--- src/sv/twodom_pkg.sv ---
package twodom_pkg;

    // Input beat: one sample of encoders and gyro
    typedef struct packed {
        logic signed [31:0] left_position;
        logic signed [31:0] right_position;
        logic [15:0]        gyro_angle;
        logic               wheels_present;
    } in_t;

    // Result beat: pose after the sample
    typedef struct packed {
        logic signed [31:0] pose_x_out;
        logic signed [31:0] pose_y_out;
        logic [15:0]        heading_out;
    } out_t;

    // Sequencer states
    typedef enum logic [3:0] {
        ST_IDLE,
        ST_LOAD,
        ST_MUL_L_GO,
        ST_MUL_L_WAIT,
        ST_MUL_R_GO,
        ST_MUL_R_WAIT,
        ST_STEP,
        ST_ROT_WAIT,
        ST_MUL_X_GO,
        ST_MUL_X_WAIT,
        ST_MUL_Y_GO,
        ST_MUL_Y_WAIT,
        ST_ACCUM,
        ST_EMIT
    } state_t;

    // Configuration register indexes
    localparam int CFG_IDX_W = 1;
    localparam int CFG_DATA_W = 16;
    localparam logic [CFG_IDX_W-1:0] REG_LEFT_RADIUS  = 1'd0;
    localparam logic [CFG_IDX_W-1:0] REG_RIGHT_RADIUS = 1'd1;

    // Wheel scale: radius (Q4.12) times pi/180 in Q32
    localparam int C_W = 43;
    localparam logic [15:0] RADIUS_RESET = 16'd6656;
    localparam logic [26:0] DEG_TO_RAD_Q32 = 27'd74961321;
    localparam logic [C_W-1:0] C_RESET = C_W'(RADIUS_RESET) * C_W'(DEG_TO_RAD_Q32);

    // Serial multiplier: multiplier operand consumed one byte per cycle
    localparam int MUL_B_W = 48;
    localparam int MUL_DIGIT_W = 8;
    localparam int MUL_STEPS = MUL_B_W / MUL_DIGIT_W;
    localparam int MUL_CNT_W = 3;

    // Rounding offset for the Q30 products
    localparam logic signed [63:0] ROUND_Q30 = 64'sd536870912;

    // CORDIC
    localparam int CORD_W = 34;
    localparam int CORD_ITERS = 24;
    localparam int CORD_ITER_W = 5;
    localparam logic [29:0] CORD_GAIN_Q30 = 30'd652032874;

    typedef struct packed {
        logic        valid;
        logic        sin_neg;
        logic [31:0] sin_mag;
        logic        cos_neg;
        logic [31:0] cos_mag;
    } rot_t;

    // atan(2^-i) in 2^32 units per turn
    function automatic logic [29:0] atan_turn(input logic [CORD_ITER_W-1:0] idx);
        logic [29:0] v;
        case (idx)
            5'd0:    v = 30'd536870912;
            5'd1:    v = 30'd316933406;
            5'd2:    v = 30'd167458907;
            5'd3:    v = 30'd85004756;
            5'd4:    v = 30'd42667331;
            5'd5:    v = 30'd21354465;
            5'd6:    v = 30'd10679838;
            5'd7:    v = 30'd5340245;
            5'd8:    v = 30'd2670163;
            5'd9:    v = 30'd1335087;
            5'd10:   v = 30'd667544;
            5'd11:   v = 30'd333772;
            5'd12:   v = 30'd166886;
            5'd13:   v = 30'd83443;
            5'd14:   v = 30'd41722;
            5'd15:   v = 30'd20861;
            5'd16:   v = 30'd10430;
            5'd17:   v = 30'd5215;
            5'd18:   v = 30'd2608;
            5'd19:   v = 30'd1304;
            5'd20:   v = 30'd652;
            5'd21:   v = 30'd326;
            5'd22:   v = 30'd163;
            5'd23:   v = 30'd81;
            default: v = 30'd0;
        endcase
        return v;
    endfunction

endpackage

--- src/sv/tracking_wheel_odometry_core.sv ---
// Dead-reckoning pose tracker for a robot with two tracking wheels and a gyro.
// Input channel s_*: one beat per sample (left/right encoder positions in
// 1/16 degree, gyro heading as a binary angle, wheels-present flag).
// Result channel m_*: one beat per sample with the updated x,y pose (Q24.8
// inches) and the current heading.
// Config port cfg_*: wheel radii in Q4.12 inches; the user must write them
// only while idle, which the block does not enforce. The wheel scale factor
// is formed at the write. Each sample passes load, the two wheel products
// on the serial multiplier (each a start, six byte steps and a finish), step,
// a wait on the 24-step CORDIC that starts at load and runs beside the wheel
// products, the two rotation products, accumulate, emit and idle. A new
// sample is taken only after the block has emitted the last one.
// s_ready is high only between samples. A finished result waits in the output
// register; while the receiver stalls, the next sample is still accepted and
// processed, and the block holds it at the end until the register frees up.
// Reset (aresetn low, synchronous) zeroes the pose, step and previous sample
// state, restores the default radii and holds s_ready low.
module tracking_wheel_odometry_core #(
    parameter int ANGLE_BITS    = 16,
    parameter int POSITION_BITS = 32
) (
    input  logic                                 aclk,
    input  logic                                 aresetn,
    input  logic                                 s_valid,
    output logic                                 s_ready,
    input  twodom_pkg::in_t                      s_data,
    output logic                                 m_valid,
    input  logic                                 m_ready,
    output twodom_pkg::out_t                     m_data,
    input  logic                                 cfg_we,
    input  logic [twodom_pkg::CFG_IDX_W-1:0]     cfg_index,
    input  logic [twodom_pkg::CFG_DATA_W-1:0]    cfg_wdata
);

    localparam int AB    = ANGLE_BITS;
    localparam int PB    = POSITION_BITS;
    localparam int MAG_W = PB + 2;
    localparam int A_W   = (MAG_W > 32) ? MAG_W : 32;
    localparam int B_W   = twodom_pkg::MUL_B_W;
    localparam int P_W   = A_W + B_W;
    localparam int R_W   = P_W - 32;
    localparam int F_W   = R_W + 1;
    localparam int S_W   = R_W + 2;
    localparam int CW    = twodom_pkg::C_W;

    twodom_pkg::state_t state_reg, state_next;

    // Configuration and persistent state
    logic [CW-1:0]  c_left_reg, c_right_reg;
    logic [PB-1:0]  prev_left_reg, prev_right_reg;
    logic [AB-1:0]  prev_heading_reg;
    logic [31:0]    forward_step_reg;
    logic [31:0]    pose_x_reg, pose_y_reg;
    logic           m_valid_reg;

    // Per-sample working registers
    twodom_pkg::in_t       in_reg;
    twodom_pkg::out_t      out_reg;
    logic [PB-1:0]         d_l_reg, d_r_reg;
    logic signed [F_W-1:0] fine_l_reg, fine_r_reg;
    logic                  prod_neg_reg;
    logic signed [63:0]    vx_reg, vy_reg;

    // Combinational datapath
    logic [PB-1:0]         pos_l, pos_r;
    logic [AB-1:0]         g_ab, h;
    logic [AB:0]           mid2;
    logic [31:0]           turn;
    logic [PB-1:0]         d_sel, mag;
    logic [MAG_W-1:0]      mag3;
    logic [31:0]           step_mag;
    logic                  step_neg;
    logic                  wheel_neg;
    logic signed [F_W-1:0] r_ext, fine_val;
    logic signed [S_W-1:0] sum, rnd, qsum;
    logic [63:0]           p64;
    logic signed [63:0]    v_val;
    logic signed [63:0]    rx, ry;

    // Unit handshakes
    logic                  mul_start, mul_busy, mul_done;
    logic [A_W-1:0]        mul_a;
    logic [B_W-1:0]        mul_b;
    logic [P_W-1:0]        mul_product;
    logic                  cordic_start;
    twodom_pkg::rot_t      rot;

    twodom_mul #(
        .A_W(A_W)
    ) u_mul (
        .aclk    (aclk),
        .aresetn (aresetn),
        .start   (mul_start),
        .a       (mul_a),
        .b       (mul_b),
        .busy    (mul_busy),
        .done    (mul_done),
        .product (mul_product)
    );

    twodom_cordic u_cordic (
        .aclk    (aclk),
        .aresetn (aresetn),
        .start   (cordic_start),
        .turn    (turn),
        .rot     (rot)
    );

    // Encoder deltas and mid-tick heading
    always_comb begin
        pos_l = PB'($signed(in_reg.left_position));
        pos_r = PB'($signed(in_reg.right_position));
        g_ab  = AB'(in_reg.gyro_angle);
        h     = g_ab - prev_heading_reg;
        mid2  = {prev_heading_reg, 1'b0} + (AB+1)'(h);
        turn  = {mid2, {(31-AB){1'b0}}};
    end

    // Wheel magnitude times the 3/4 gear numerator
    always_comb begin
        d_sel = (state_reg == twodom_pkg::ST_MUL_R_GO) ? d_r_reg : d_l_reg;
        mag   = d_sel[PB-1] ? -d_sel : d_sel;
        mag3  = MAG_W'(mag) + MAG_W'({mag, 1'b0});
    end

    // Signed wheel distance from the >>32 product
    always_comb begin
        wheel_neg = (state_reg == twodom_pkg::ST_MUL_R_WAIT) ? d_r_reg[PB-1] : d_l_reg[PB-1];
        r_ext     = F_W'(mul_product[P_W-1:32]);
        fine_val  = wheel_neg ? -r_ext : r_ext;
    end

    // Average of the wheels, /2^11 rounded half away from zero
    always_comb begin
        sum  = S_W'(fine_l_reg) + S_W'(fine_r_reg);
        rnd  = sum[S_W-1] ? S_W'(1023) : S_W'(1024);
        qsum = sum + rnd;
    end

    // Step magnitude for the rotation products
    always_comb begin
        step_neg = forward_step_reg[31];
        step_mag = step_neg ? -forward_step_reg : forward_step_reg;
        p64      = mul_product[63:0];
        v_val    = prod_neg_reg ? -$signed(p64) : $signed(p64);
        rx       = vx_reg + twodom_pkg::ROUND_Q30;
        ry       = vy_reg + twodom_pkg::ROUND_Q30;
    end

    // Next state
    always_comb begin
        state_next = state_reg;
        case (state_reg)
            twodom_pkg::ST_IDLE:       if (s_valid) state_next = twodom_pkg::ST_LOAD;
            twodom_pkg::ST_LOAD:       state_next = twodom_pkg::ST_MUL_L_GO;
            twodom_pkg::ST_MUL_L_GO:   state_next = twodom_pkg::ST_MUL_L_WAIT;
            twodom_pkg::ST_MUL_L_WAIT: if (mul_done) state_next = twodom_pkg::ST_MUL_R_GO;
            twodom_pkg::ST_MUL_R_GO:   state_next = twodom_pkg::ST_MUL_R_WAIT;
            twodom_pkg::ST_MUL_R_WAIT: if (mul_done) state_next = twodom_pkg::ST_STEP;
            twodom_pkg::ST_STEP:       state_next = twodom_pkg::ST_ROT_WAIT;
            twodom_pkg::ST_ROT_WAIT:   if (rot.valid) state_next = twodom_pkg::ST_MUL_X_GO;
            twodom_pkg::ST_MUL_X_GO:   state_next = twodom_pkg::ST_MUL_X_WAIT;
            twodom_pkg::ST_MUL_X_WAIT: if (mul_done) state_next = twodom_pkg::ST_MUL_Y_GO;
            twodom_pkg::ST_MUL_Y_GO:   state_next = twodom_pkg::ST_MUL_Y_WAIT;
            twodom_pkg::ST_MUL_Y_WAIT: if (mul_done) state_next = twodom_pkg::ST_ACCUM;
            twodom_pkg::ST_ACCUM:      state_next = twodom_pkg::ST_EMIT;
            twodom_pkg::ST_EMIT: begin
                if (!m_valid_reg || m_ready) state_next = twodom_pkg::ST_IDLE;
            end
            default:                   state_next = twodom_pkg::ST_IDLE;
        endcase
    end

    // Sequencer outputs: handshake and unit operand select
    always_comb begin
        s_ready      = 1'b0;
        cordic_start = 1'b0;
        mul_start    = 1'b0;
        mul_a        = '0;
        mul_b        = '0;
        case (state_reg)
            twodom_pkg::ST_IDLE: s_ready = aresetn;
            twodom_pkg::ST_LOAD: cordic_start = 1'b1;
            twodom_pkg::ST_MUL_L_GO: begin
                mul_start = 1'b1;
                mul_a     = A_W'(mag3);
                mul_b     = B_W'(c_left_reg);
            end
            twodom_pkg::ST_MUL_R_GO: begin
                mul_start = 1'b1;
                mul_a     = A_W'(mag3);
                mul_b     = B_W'(c_right_reg);
            end
            twodom_pkg::ST_MUL_X_GO: begin
                mul_start = 1'b1;
                mul_a     = A_W'(step_mag);
                mul_b     = B_W'(rot.sin_mag);
            end
            twodom_pkg::ST_MUL_Y_GO: begin
                mul_start = 1'b1;
                mul_a     = A_W'(step_mag);
                mul_b     = B_W'(rot.cos_mag);
            end
            default: ;
        endcase
    end

    // Control and persistent state
    always_ff @(posedge aclk) begin
        if (!aresetn) begin
            state_reg        <= twodom_pkg::ST_IDLE;
            c_left_reg       <= twodom_pkg::C_RESET;
            c_right_reg      <= twodom_pkg::C_RESET;
            prev_left_reg    <= '0;
            prev_right_reg   <= '0;
            prev_heading_reg <= '0;
            forward_step_reg <= '0;
            pose_x_reg       <= '0;
            pose_y_reg       <= '0;
            m_valid_reg      <= 1'b0;
        end else begin
            state_reg <= state_next;

            // Radius writes store radius * pi/180 (Q32)
            if (cfg_we) begin
                case (cfg_index)
                    twodom_pkg::REG_LEFT_RADIUS:
                        c_left_reg <= CW'(cfg_wdata) * CW'(twodom_pkg::DEG_TO_RAD_Q32);
                    twodom_pkg::REG_RIGHT_RADIUS:
                        c_right_reg <= CW'(cfg_wdata) * CW'(twodom_pkg::DEG_TO_RAD_Q32);
                    default: ;
                endcase
            end

            if (state_reg == twodom_pkg::ST_LOAD) begin
                prev_left_reg    <= pos_l;
                prev_right_reg   <= pos_r;
                prev_heading_reg <= g_ab;
            end

            // Absent wheels keep the last step
            if (state_reg == twodom_pkg::ST_STEP && in_reg.wheels_present) begin
                forward_step_reg <= qsum[42:11];
            end

            if (state_reg == twodom_pkg::ST_ACCUM) begin
                pose_x_reg <= pose_x_reg + rx[61:30];
                pose_y_reg <= pose_y_reg + ry[61:30];
            end

            // Output register: load on emit, drop once taken
            if (state_reg == twodom_pkg::ST_EMIT && (!m_valid_reg || m_ready)) begin
                m_valid_reg <= 1'b1;
            end else if (m_ready) begin
                m_valid_reg <= 1'b0;
            end
        end
    end

    // Payload registers
    always_ff @(posedge aclk) begin
        if (state_reg == twodom_pkg::ST_IDLE && s_valid) begin
            in_reg <= s_data;
        end
        if (state_reg == twodom_pkg::ST_LOAD) begin
            d_l_reg <= pos_l - prev_left_reg;
            d_r_reg <= pos_r - prev_right_reg;
        end
        if (state_reg == twodom_pkg::ST_MUL_L_WAIT && mul_done) begin
            fine_l_reg <= fine_val;
        end
        if (state_reg == twodom_pkg::ST_MUL_R_WAIT && mul_done) begin
            fine_r_reg <= fine_val;
        end
        if (state_reg == twodom_pkg::ST_MUL_X_GO) begin
            prod_neg_reg <= step_neg ^ rot.sin_neg;
        end
        if (state_reg == twodom_pkg::ST_MUL_Y_GO) begin
            prod_neg_reg <= step_neg ^ rot.cos_neg;
        end
        if (state_reg == twodom_pkg::ST_MUL_X_WAIT && mul_done) begin
            vx_reg <= v_val;
        end
        if (state_reg == twodom_pkg::ST_MUL_Y_WAIT && mul_done) begin
            vy_reg <= v_val;
        end
        if (state_reg == twodom_pkg::ST_EMIT && (!m_valid_reg || m_ready)) begin
            out_reg.pose_x_out  <= pose_x_reg;
            out_reg.pose_y_out  <= pose_y_reg;
            out_reg.heading_out <= 16'(g_ab);
        end
    end

    assign m_valid = m_valid_reg;
    assign m_data  = out_reg;

    // An accepted beat always starts a new sample
    a_accept_loads: assert property (@(posedge aclk) disable iff (!aresetn)
        (s_valid && s_ready) |=> (state_reg == twodom_pkg::ST_LOAD))
        else $error("accepted beat did not start processing");

    // The shared multiplier is never restarted mid-product
    a_mul_free: assert property (@(posedge aclk) disable iff (!aresetn)
        mul_start |-> !mul_busy)
        else $error("multiplier started while busy");

    // Rotation products only use a finished CORDIC result
    a_rot_ready: assert property (@(posedge aclk) disable iff (!aresetn)
        (state_reg == twodom_pkg::ST_MUL_X_GO || state_reg == twodom_pkg::ST_MUL_Y_GO)
        |-> rot.valid)
        else $error("rotation product started before CORDIC finished");

    // A pending result is never overwritten by the next sample
    a_emit_holds: assert property (@(posedge aclk) disable iff (!aresetn)
        (state_reg == twodom_pkg::ST_EMIT && m_valid_reg && !m_ready)
        |=> (state_reg == twodom_pkg::ST_EMIT && m_valid_reg))
        else $error("result emitted over a pending beat");

endmodule

--- src/sv/twodom_mul.sv ---
module twodom_mul #(
    parameter int A_W = 34
) (
    input  logic                                    aclk,
    input  logic                                    aresetn,
    input  logic                                    start,
    input  logic [A_W-1:0]                          a,
    input  logic [twodom_pkg::MUL_B_W-1:0]          b,
    output logic                                    busy,
    output logic                                    done,
    output logic [A_W+twodom_pkg::MUL_B_W-1:0]      product
);

    localparam int B_W = twodom_pkg::MUL_B_W;
    localparam int DW = twodom_pkg::MUL_DIGIT_W;
    localparam int P_W = A_W + B_W;
    localparam int CW = twodom_pkg::MUL_CNT_W;

    logic [A_W-1:0]    a_reg;
    logic [P_W-1:0]    p_reg;
    logic [P_W-1:0]    p_next;
    logic [A_W+DW-1:0] acc;
    logic [CW-1:0]     cnt_reg;
    logic              busy_reg;
    logic              done_reg;

    // One byte of b per cycle, LSB first; finished low bits shift out below
    always_comb begin
        acc = (A_W+DW)'(p_reg[P_W-1:B_W])
            + (A_W+DW)'(a_reg) * (A_W+DW)'(p_reg[DW-1:0]);
        p_next = {acc, p_reg[B_W-1:DW]};
    end

    // Control
    always_ff @(posedge aclk) begin
        if (!aresetn) begin
            busy_reg <= 1'b0;
            done_reg <= 1'b0;
            cnt_reg  <= '0;
        end else if (start) begin
            busy_reg <= 1'b1;
            done_reg <= 1'b0;
            cnt_reg  <= '0;
        end else if (busy_reg) begin
            cnt_reg <= cnt_reg + CW'(1);
            if (cnt_reg == CW'(twodom_pkg::MUL_STEPS - 1)) begin
                busy_reg <= 1'b0;
                done_reg <= 1'b1;
            end
        end
    end

    // Operand and partial product
    always_ff @(posedge aclk) begin
        if (start) begin
            a_reg <= a;
            p_reg <= {A_W'(0), b};
        end else if (busy_reg) begin
            p_reg <= p_next;
        end
    end

    assign busy    = busy_reg;
    assign done    = done_reg;
    assign product = p_reg;

endmodule

--- src/sv/twodom_cordic.sv ---
module twodom_cordic (
    input  logic               aclk,
    input  logic               aresetn,
    input  logic               start,
    input  logic [31:0]        turn,
    output twodom_pkg::rot_t   rot
);

    localparam int XW = twodom_pkg::CORD_W;
    localparam int IW = twodom_pkg::CORD_ITER_W;

    logic signed [XW-1:0] x_reg, y_reg, z_reg;
    logic signed [XW-1:0] x_next, y_next, z_next;
    logic signed [XW-1:0] dx, dy, da;
    logic signed [XW-1:0] y_abs, x_abs;
    logic [31:0]          t_probe, t_fold;
    logic                 fold;
    logic                 flip_reg;
    logic [IW-1:0]        iter_reg;
    logic                 busy_reg;
    logic                 valid_reg;

    // Half-turn fold keeps the start angle within a quarter turn of zero
    always_comb begin
        t_probe = turn + 32'h4000_0000;
        fold    = t_probe[31];
        t_fold  = fold ? (turn ^ 32'h8000_0000) : turn;
    end

    // One rotation step: arithmetic shifts and three add/subtracts
    always_comb begin
        dx = y_reg >>> iter_reg;
        dy = x_reg >>> iter_reg;
        da = XW'($signed({1'b0, twodom_pkg::atan_turn(iter_reg)}));
        if (!z_reg[XW-1]) begin
            x_next = x_reg - dx;
            y_next = y_reg + dy;
            z_next = z_reg - da;
        end else begin
            x_next = x_reg + dx;
            y_next = y_reg - dy;
            z_next = z_reg + da;
        end
    end

    // Control
    always_ff @(posedge aclk) begin
        if (!aresetn) begin
            busy_reg  <= 1'b0;
            valid_reg <= 1'b0;
            iter_reg  <= '0;
        end else if (start) begin
            busy_reg  <= 1'b1;
            valid_reg <= 1'b0;
            iter_reg  <= '0;
        end else if (busy_reg) begin
            iter_reg <= iter_reg + IW'(1);
            if (iter_reg == IW'(twodom_pkg::CORD_ITERS - 1)) begin
                busy_reg  <= 1'b0;
                valid_reg <= 1'b1;
            end
        end
    end

    // Vector and residual angle
    always_ff @(posedge aclk) begin
        if (start) begin
            x_reg    <= XW'($signed({1'b0, twodom_pkg::CORD_GAIN_Q30}));
            y_reg    <= '0;
            z_reg    <= XW'($signed(t_fold));
            flip_reg <= fold;
        end else if (busy_reg) begin
            x_reg <= x_next;
            y_reg <= y_next;
            z_reg <= z_next;
        end
    end

    // Sign and magnitude of sin and cos; the fold flips both signs
    always_comb begin
        y_abs = y_reg[XW-1] ? -y_reg : y_reg;
        x_abs = x_reg[XW-1] ? -x_reg : x_reg;
        rot.valid   = valid_reg;
        rot.sin_neg = y_reg[XW-1] ^ flip_reg;
        rot.sin_mag = y_abs[31:0];
        rot.cos_neg = x_reg[XW-1] ^ flip_reg;
        rot.cos_mag = x_abs[31:0];
    end

endmodule
--- config.mk ---
export PLATFORM = sky130hd
export DESIGN_NAME = tracking_wheel_odometry_core
export DESIGN_NICKNAME = d
export VERILOG_FILES = /design/src/sv/twodom_pkg.sv /design/src/sv/tracking_wheel_odometry_core.sv /design/src/sv/twodom_mul.sv /design/src/sv/twodom_cordic.sv
export SDC_FILE = /design/constraint.sdc
export NUM_CORES = 2
export LEC_CHECK = 0
export BUFFER_PORTS_ARGS = -buffer_cell sky130_fd_sc_hd__buf_2
export CAP_MARGIN = 20
export CORE_UTILIZATION = 47
export CTS_CLUSTER_DIAMETER = 150
export CTS_CLUSTER_SIZE = 30
export DETAILED_ROUTE_END_ITERATION = 12
export GPL_ROUTABILITY_DRIVEN = 0
export PLACE_DENSITY = 0.71
export RECOVER_POWER = 50
export SLEW_MARGIN = 20
export SYNTH_ARGS = -nofsm -noshare
export SYNTH_HDL_FRONTEND = slang
export SYNTH_SLANG_ARGS = --single-unit
export TNS_END_PERCENT = 1
--- constraint.sdc ---
create_clock -name aclk -period 10.5 [get_ports aclk]
set_clock_uncertainty 0.15 [all_clocks]
set_input_delay 2.1 -clock aclk [delete_from_list [all_inputs] [get_ports aclk]]
set_output_delay 2.1 -clock aclk [all_outputs]
set_load 0.05 [all_outputs]
==> impl_metrics.env <==
export IMPL_post_place_cells=10400
export IMPL_violations="max-capacitance violations, max-slew violations"
export IMPL_grt_pass1_vias=59700
export IMPL_hp_class="reg -> reg"
export IMPL_wl_met2_mm=95.9
export IMPL_synth_top_family_by_area="adder cells"
export IMPL_drive_above_1_share_pct=5.53
export IMPL_synth_compound_area_share_pct=15.4
export IMPL_cts_max_level=2
export IMPL_tns_ps=0
export IMPL_route_top_layer_used="met5"
export IMPL_chipWidth_microns=405
export IMPL_cts_path_max_buffers=3
export IMPL_worstPathRequired_ps=8250
export IMPL_io_buffers=184
export IMPL_cts_made_buffers=39
export IMPL_drv_slew=928
export IMPL_ys_seq_area_share_pct=30.9
export IMPL_p_total_mw=29.0
export IMPL_hpwl_mm=160
export IMPL_min_period_over_period_pct=86.1
export IMPL_largest_reg_flops=82
export IMPL_postCtsHoldBufs=0
export IMPL_met3_length_mm=17.7
export IMPL_crit_top_cell="buf_2"
export IMPL_synthAdderAreaFrac_pct=19.6
export IMPL_powerDensity_nw_per_um2=362
export IMPL_max_freq_ghz=0.111
export IMPL_drt_iter0_drc=5882
export IMPL_die_h_microns=405
export IMPL_cts_sinks=922
export IMPL_final_cell_mix="nand2_1, inv_1, a21oi_1"
export IMPL_syn_num_nets=9398
export IMPL_start_util_pct=47.4
export IMPL_synth_flop_cell="edfxtp_1"
export IMPL_cts_tree="done"
export IMPL_cts_resized_gates=0
export IMPL_netlist_area_sq_um=76300
export IMPL_drtAntennaViolNets=0
export IMPL_grt_overflow_total=0
export IMPL_ys_types=111
export IMPL_synth_xor_area_share_pct=8.14
export IMPL_grt_max_degree=170
export IMPL_yosysTopAreaCellShare_pct=20.1
export IMPL_rows=147
export IMPL_synth_edff_count=511
export IMPL_synth_cells=8325
export IMPL_max_cap_violations=16
export IMPL_drtPass1Iterations=12
export IMPL_end_kind="primary output"
export IMPL_critPathMaxStageDelay_ps=2590
export IMPL_synth_seq_cells=922
export IMPL_grt_antenna_before_repair=3
export IMPL_ys_async_sr_fraction_pct=0
export IMPL_rsz0062_at_grt="no"
export IMPL_critPathKind="in -> out"
export IMPL_avgViaCountPerCell=5.87
export IMPL_area_delta_synth_final_pct=5.05
export IMPL_fin_nets=9322
export IMPL_detail_route_wirelength_mm=208
export IMPL_wl_per_cell_microns=19.9
export IMPL_final_hold_viol_count=0
export IMPL_max_slew_margin_pct=-156
export IMPL_die_area_sq_um=164000
export IMPL_final_cells=10400
export IMPL_arrival_ps=6790
export IMPL_yosys_area_share_simple_pct=15.2
export IMPL_core_sq_um=161000
export IMPL_path_clk_slew_ps=90
export IMPL_io_pins=185
export IMPL_synth_area_per_cell_sq_um=9.16
export IMPL_grt_use_total_pct=25.0
export IMPL_crit_fanout=59
export IMPL_synth_area_mux_share_pct=5.17
export IMPL_p_leak_nw=32.9
export IMPL_setup_viol=0
export IMPL_vias=61300
export IMPL_synth_area_leaders="edfxtp_1, dfxtp_1, fa_1, ha_1, xnor2_1"
export IMPL_ir_drop_mv=0.387
export IMPL_tightest_slew_ps=3840
export IMPL_period_needed_ps=9040
export IMPL_worstPathCellList="buf_2 -> clkbuf_1 -> inv_8 -> nor2_1 -> buf_2"
export IMPL_wl_met1_mm=84.1
export IMPL_clockRootBuffer="clkbuf_16"
export IMPL_crit_slowest_cell="clkbuf_1"
export IMPL_clkLatencyLatePin_ps=700
export IMPL_route_detailed_drc=0
export IMPL_yosys_warnings=0
export IMPL_grt_pass1_wl_mm=327
export IMPL_final_common_cell="nand2_1"
export IMPL_post_cts_setup_buffers=0
export IMPL_status="finished, violations left"
export IMPL_start_kind="input port"
export IMPL_yosys_area_top_type="edfxtp_1"
## worst paths after layout
path                                                startpoint                              to  slack [ps]  cells past startpoint
worst max register to register       state_reg[2]$_SDFFE_PN0P_          u_cordic.da[7]$_DFF_P_        2260                     11
worst max-delay path                                   aresetn                         s_ready        1460                      5
worst min-delay path            prev_left_reg[14]$_SDFFE_PN0P_  prev_left_reg[14]$_SDFFE_PN0P_         310                      2
worst min register to register  prev_left_reg[14]$_SDFFE_PN0P_  prev_left_reg[14]$_SDFFE_PN0P_         310                      2
## where the power goes
part / leakage [nW] / internal, mW / switching [mW]
clock: 0.592 / 0.761 / 1.24
sequential: 8.10 / 4.70 / 0.862
combinational: 24.2 / 8.97 / 12.4
## metrics by stage
| stage | hold WS [ps] | instance area [sq um] | worst slack [ps] | utilization, % |
|---|---|---|---|---|
| floorplan | 267 | 76300 | 2470 | - |
| global placement | 280 | 79000 | 1750 | 49.2 |
| detailed placement | 293 | 79000 | 1760 | 49.2 |
| CTS | 312 | 80300 | 2440 | 49.9 |
| global route | 329 | 80100 | 1310 | 49.8 |
| finish | 310 | 80100 | 1460 | 49.8 |
## final cells by class
class,instances,area (sq um)
Fill cell,14800,80600
Multi-Input combinational cell,6298,48500
Sequential cell,922,23600
Inverter,745,2810
Tap cell,2160,2700
Timing Repair Buffer,243,1270
Clock buffer,62,1090
Clock inverter,10,144
Antenna cell,2,5.00
## synth_stat cells, types with 50 or more instances
cell	number
nor3_1	148
mux2i_1	157
clkbuf_1	277
ha_1	595
o21ai_0	381
inv_1	738
and3_1	82
fa_1	375
nand2b_1	81
xnor2_1	462
buf_1	50
nand3_1	149
nor2b_1	59
dfxtp_1	411
a211oi_1	73
o21a_1	71
a21oi_1	600
nand2_1	953
a21o_1	168
and2_1	208
o31ai_1	55
a31oi_1	96
nor2_1	550
or3_1	63
xor2_1	247
edfxtp_1	511
mux4_2	92
## critical path, delay by kind of cell
family,cells,cell delay [ps]
buffers and inverters,4,3830
AND/OR/NAND/NOR,1,760
## logic make-up after synthesis
group | after synthesis
simple gates | 2490
compound gates | 1854
buf+inv | 1105
flops | 922
mux | 275
xor+xnor | 709
fa+ha+maj | 970
## routing by layer
| layer | up-vias | global-route usage (%) |
|---|---|---|
| met5 | - | 0 |
| met4 | 2 | 11.0 |
| met3 | 502 | 4.99 |
| met2 | 2423 | 41.4 |
| met1 | 29500 | 31.5 |
| li1 | 28900 | - |
No activity file was read; power rests on OpenSTA's default activity.
